[src/sacl_pkg.sv]
// Package with the shared constants, types and codes of the cache timing lookup.
package sacl_pkg;

    localparam int NUM_SETS   = 32;
    localparam int NUM_WAYS   = 4;
    localparam int LINE_BYTES = 64;

    localparam int ADDR_W   = 64;
    localparam int TIME_W   = 64;
    localparam int LAT_W    = 16;
    localparam int OFFSET_W = $clog2(LINE_BYTES);
    localparam int SET_W    = $clog2(NUM_SETS);
    localparam int WAY_W    = $clog2(NUM_WAYS);
    localparam int TAG_W    = ADDR_W - OFFSET_W - SET_W;
    localparam int OUT_WAY_W = 2;

    localparam int CFG_IDX_W  = 1;
    localparam int CFG_DATA_W = 16;

    localparam int S_DATA_W = ADDR_W + TIME_W;
    localparam int M_DATA_W = 24;

    localparam logic [LAT_W-1:0] HIT_LAT_RESET  = LAT_W'(2);
    localparam logic [LAT_W-1:0] MISS_LAT_RESET = LAT_W'(30);
    localparam logic [LAT_W-1:0] LAT_MAX        = {LAT_W{1'b1}};

    localparam logic [CFG_IDX_W-1:0] REG_HIT_LAT  = CFG_IDX_W'(0);
    localparam logic [CFG_IDX_W-1:0] REG_MISS_LAT = CFG_IDX_W'(1);

    typedef enum logic [1:0] {
        OUT_READY_HIT   = 2'd0,
        OUT_PENDING_HIT = 2'd1,
        OUT_MISS        = 2'd2
    } outcome_t;

    typedef enum logic [1:0] {
        ST_IDLE,
        ST_READ,
        ST_LOOKUP,
        ST_DONE
    } state_t;

    typedef struct packed {
        logic capture;
        logic lookup;
        logic commit;
    } dp_cmd_t;

endpackage

[src/sacl_ctrl.sv]
// Controller state machine that sequences one access through read, compare and update.
module sacl_ctrl (
    input  logic             clk,
    input  logic             rst_n,
    input  logic             s_tvalid,
    output logic             s_tready,
    output logic             m_tvalid,
    input  logic             m_tready,
    output sacl_pkg::dp_cmd_t cmd
);
    import sacl_pkg::*;

    state_t state_reg, state_next;
    logic   out_valid_reg, out_valid_next;

    always_ff @(posedge clk or negedge rst_n)
    begin
        if (!rst_n)
        begin
            state_reg     <= ST_IDLE;
            out_valid_reg <= 1'b0;
        end
        else
        begin
            state_reg     <= state_next;
            out_valid_reg <= out_valid_next;
        end
    end

    always_comb
    begin
        state_next  = state_reg;
        cmd         = '0;
        s_tready    = 1'b0;
        unique case (state_reg)
            ST_IDLE:
            begin
                s_tready = 1'b1;
                if (s_tvalid)
                begin
                    cmd.capture = 1'b1;
                    state_next  = ST_READ;
                end
            end
            ST_READ:
            begin
                state_next = ST_LOOKUP;
            end
            ST_LOOKUP:
            begin
                cmd.lookup = 1'b1;
                state_next = ST_DONE;
            end
            ST_DONE:
            begin
                // The result may only move into the output register once it is free.
                if (!out_valid_reg || m_tready)
                begin
                    cmd.commit = 1'b1;
                    state_next = ST_IDLE;
                end
            end
            default:
            begin
                state_next = ST_IDLE;
            end
        endcase
    end

    always_comb
    begin
        if (cmd.commit)
        begin
            out_valid_next = 1'b1;
        end
        else if (m_tready)
        begin
            out_valid_next = 1'b0;
        end
        else
        begin
            out_valid_next = out_valid_reg;
        end
    end

    assign m_tvalid = out_valid_reg;

`ifndef SYNTHESIS
    a_accept_to_read: assert property (@(posedge clk) disable iff (!rst_n)
        (s_tvalid && s_tready) |=> (state_reg == ST_READ))
        else $error("accepted beat did not start a memory read");

    a_read_to_lookup: assert property (@(posedge clk) disable iff (!rst_n)
        (state_reg == ST_READ) |=> (state_reg == ST_LOOKUP))
        else $error("memory read not followed by way compare");

    a_commit_shows: assert property (@(posedge clk) disable iff (!rst_n)
        cmd.commit |=> (m_tvalid && state_reg == ST_IDLE))
        else $error("committed result not presented on the output");
`endif

endmodule

[config.mk]
export PLATFORM = sky130hd
export DESIGN_NAME = sacl_ctrl
export DESIGN_NICKNAME = d
export VERILOG_FILES = /design/src/sacl_pkg.sv /design/src/sacl_ctrl.sv
export SDC_FILE = /design/constraint.sdc
export NUM_CORES = 1
export LEC_CHECK = 0
export ABC_AREA = 0
export BUFFER_PORTS_ARGS = -buffer_cell sky130_fd_sc_hd__buf_2
export CORE_AREA = 2 2 39 41
export CTS_CLUSTER_SIZE = 8
export DETAILED_ROUTE_END_ITERATION = 12
export DIE_AREA = 0 0 41 43
export GPL_TIMING_DRIVEN = 1
export PLACE_DENSITY = 0.3
export SLEW_MARGIN = 30
export SYNTH_ARGS = -nofsm -noshare
export SYNTH_HDL_FRONTEND = slang
export SYNTH_SLANG_ARGS = --single-unit
[constraint.sdc]
create_clock -name clk -period 1.5 [get_ports clk]
set_input_delay 0.3 -clock clk [delete_from_list [all_inputs] [get_ports clk]]
set_output_delay 0.3 -clock clk [all_outputs]
set_load 0.05 [all_outputs]
# [Yosys cells after proc, flatten, opt, wreduce, memory -nomap -nowiden]
# Index checks and enable logic that the tools add are counted.
# W data, S select, Z words.
[classes] eq_ne=5 n_mux=11 n_reduce_logical=5
[op_table] op="$mux W1" n=8
[op_table] op="$pmux W2 S4" n=1
[op_table] op="$eq A2 B2 Y1 const B" n=2
[op_table] op="$mux W2" n=2
[op_table] op="$ne A2 B2 Y1 const B" n=2
[op_table] op="$eq A2 B1 Y1 const B" n=1
[op_table] op="$logic_not A2 Y1" n=1
[op_table] op="$reduce_and A2 Y1" n=1
[op_table] op="$reduce_bool A2 Y1" n=1
[op_table] op="$logic_not A1 Y1" n=1
[op_table] op="$logic_or A1 B1 Y1" n=1
[word_totals] regBits=3 in_bits=4 out_inout_bits=5 word_cells=23

# [Longest topological paths before layout]
[logic_depth] depth_word=5 ltp_mapped=4 depth_no_buf=4

# [Least setup slack after synthesis]
# Ideal clock, no wire load.
[synth_timing] path_kind="register to output" start="register state_reg[0]" end="output cmd[2] in the netlist's numbering" arrival_time_ps=1474 required_time_ps=1200 path_slack_ps=-274 stages_incl_launch_ff=4 path_buffers=0 cell_sequence="dfrtp_1 > inv_1 > ha_1 > and2_1"
[synth_rtl] element="start: declaration" line="sacl_ctrl.sv:13" text="state_t state_reg, state_next;"
[synth_rtl] element="start signal: assignment" line="sacl_ctrl.sv:25" text="state_reg <= state_next;"
[synth_rtl] element="end: declaration" line="sacl_ctrl.sv:9" text="output sacl_pkg::dp_cmd_t cmd"

==> flow_summary.json <==
{
  "status": "completed",
  "period_share_pct": 97.9,
  "cap_violations": 0,
  "fp.dieArea_um2": 1760,
  "ys_ff_latch": 3,
  "drt_wl_total_um": 460,
  "netlist.area_leader.share_pct": 37.5,
  "grtUsageTotal_pct": 6.73,
  "synth_cell_types": 10,
  "tightest_slew_ns": 0.250,
  "synth_cells": 18,
  "relSlewSlack_pct": 83.4,
  "critical_path.top_delay_family": "flip-flops",
  "rsz0062_at_grt": "true",
  "grt_pass1_wl_um": 690,
  "synth_area_um2": 200,
  "placement.io_buffers": 8,
  "min_path_type": "input port to register",
  "n_antenna_cell": 0,
  "num_rows": 14,
  "crit_arrival_ns": 1.17,
  "largest_reg_flops": 2,
  "final_common_cell": "buf_2",
  "io_pins": 9,
  "path_clk_slew_ns": 0.04,
  "core_area_um2": 1380,
  "drv_slew": 0,
  "dr.pass1.iters": 1,
  "cts.sinks": 3,
  "cts_tree": "yes",
  "die_x_um": 41,
  "grt_max_degree": 5,
  "htreeDepth": 1,
  "die_height_um": 43,
  "start_util_pct": 14.5,
  "yosysSeqAreaShare_pct": 37.5,
  "cp-start-kind": "register",
  "dr_total_vias": 172,
  "layout_common_cells": "5 x buf_2, 3 x clkbuf_4, 3 x dfrtp_1",
  "wl_per_cell_um": 9.58,
  "cp.required_ns": 1.20,
  "layout.nets": 40,
  "layout.cells.non_filler": 48,
  "remaining_drc_errors": 0,
  "drive_above_1_share_pct": 68.8,
  "dp_cells": 41,
  "end_kind": "primary output",
  "setup_violations": 0,
  "cpPeakStageDelay_ns": 0.41,
  "timing.fmax_mhz": 681,
  "area_growth_syn_to_layout_pct": 73.1,
  "grt_pass1_vias": 171,
  "routed_via_density": 3.58,
  "clockBufferDepth": 2,
  "synth.avg_cell_area_um2": 11.1,
  "synthTopCellsByArea": "dfrtp_1 38%, ha_1 19%, mux2_4 7.5%, and2_1 6.3%, nand2b_1 6.3%",
  "grt-ovfl-total": 0,
  "dr.first_iter.drc_count": 0,
  "insertion_delay_ns": 0.24,
  "numCtsBuffers": 3,
  "gp_congestion": 0.657,
  "hold_violations": 0,
  "finalClockSkew_ns": 0.00492,
  "crit_buf_inv": 2,
  "synth_fp_nets": 25,
  "ys_warn_count": 0,
  "post-route-util_pct": 25.0,
  "cts-root-buf": "clkbuf_4",
  "grt_antenna_before_repair": 0,
  "crit_path_top_delay_cell": "dfrtp_1",
  "min_period_ns": 1.47,
  "ant_nets": 0,
  "finalSetupTns_ns": 0,
  "cp_cell_sequence": "inv_2, ha_4, and2_4, buf_8",
  "cp_max_fo": 4,
  "critPathKind": "register to primary output",
  "yosysTopAreaCell": "dfrtp_1"
}
[final cells by class]
cell class	count	area (um^2)
Inverter	3	11.3
Multi-Input combinational cell	11	126
Tap cell	16	20.0
Fill cell	159	1040
Timing Repair Buffer	11	87.6
Clock buffer	4	26.3
Sequential cell	3	75.1
[synth_stat cells, drive strengths merged]
master  number
a21oi        1
inv          3
buf          1
nand2b       2
and3b        1
ha           3
o32a         1
and2         2
dfrtp        3
mux2         1
[kinds of logic (layout without fill, tap and decap cells)]
group                    after synthesis  count (layout)  synth area share [%]
flip-flops                             3               3                  37.5
AO/OA/AOI/OAI                          2               2                  10.0
adder cells (fa/ha/maj)                3               3                  18.8
buffers and inverters                  4              18                  9.38
multiplexers                           1               1                  7.50
AND/OR/NAND/NOR                        5               5                  16.9
[final timing paths]
| kind | start | endpoint | slack (ns) | cells after the start |
|---|---|---|---|---|
| worst max-delay path | state_reg[0] | cmd[2] | 0.03 | 4 |
| max in group asynchronous | rst_n | state_reg[0] | 1.01 | 2 |
| min in group asynchronous | rst_n | m_tvalid | 0.38 | 2 |
| worst min-delay path | m_tready | m_tvalid | 0.36 | 3 |
| worst min register to register | m_tvalid | m_tvalid | 0.54 | 2 |
| worst max register to register | state_reg[0] | state_reg[1] | 0.12 | 4 |
[layer usage]
metal | vias to the layer above | track usage, % | wire length, um
met5 | - | 0 | 0
met3 | 2 | 1.57 | 38
met2 | 7 | 9.06 | 231
li1 | 84 | - | -
met4 | 0 | 10.0 | 20
met1 | 79 | 6.43 | 169
[tightest hold or removal path: cells and delay by family]
family / cells / cell delay, ns
buffers and inverters: 1 / 0.08
and+or+nand+nor: 2 / 0.17
[metrics by stage]
step | setup slack [ns] | cell area [um^2] | hold WS (ns)
after floorplan | 0.0134 | 204 | 0.00441
final | 0.0318 | 347 | 0.357
after detailed placement | 0.106 | 256 | 0.0955
after global routing | -0.0274 | 347 | 0.371
after global placement | 0.0849 | 256 | 0.101
after CTS | -0.00313 | 322 | 0.348
[repair_timing]
item,4_1_cts,5_1_grt
cloned,0,0
buffers inserted,1,1
resized for setup,7,6
setup endpoints to repair,3,4
hold buffers,1,0
hold endpoints to repair,3,0
pin swaps,1,1
Power is not shown: default switching activity piles up to over one toggle a cycle in this logic, so the estimate is an artifact.
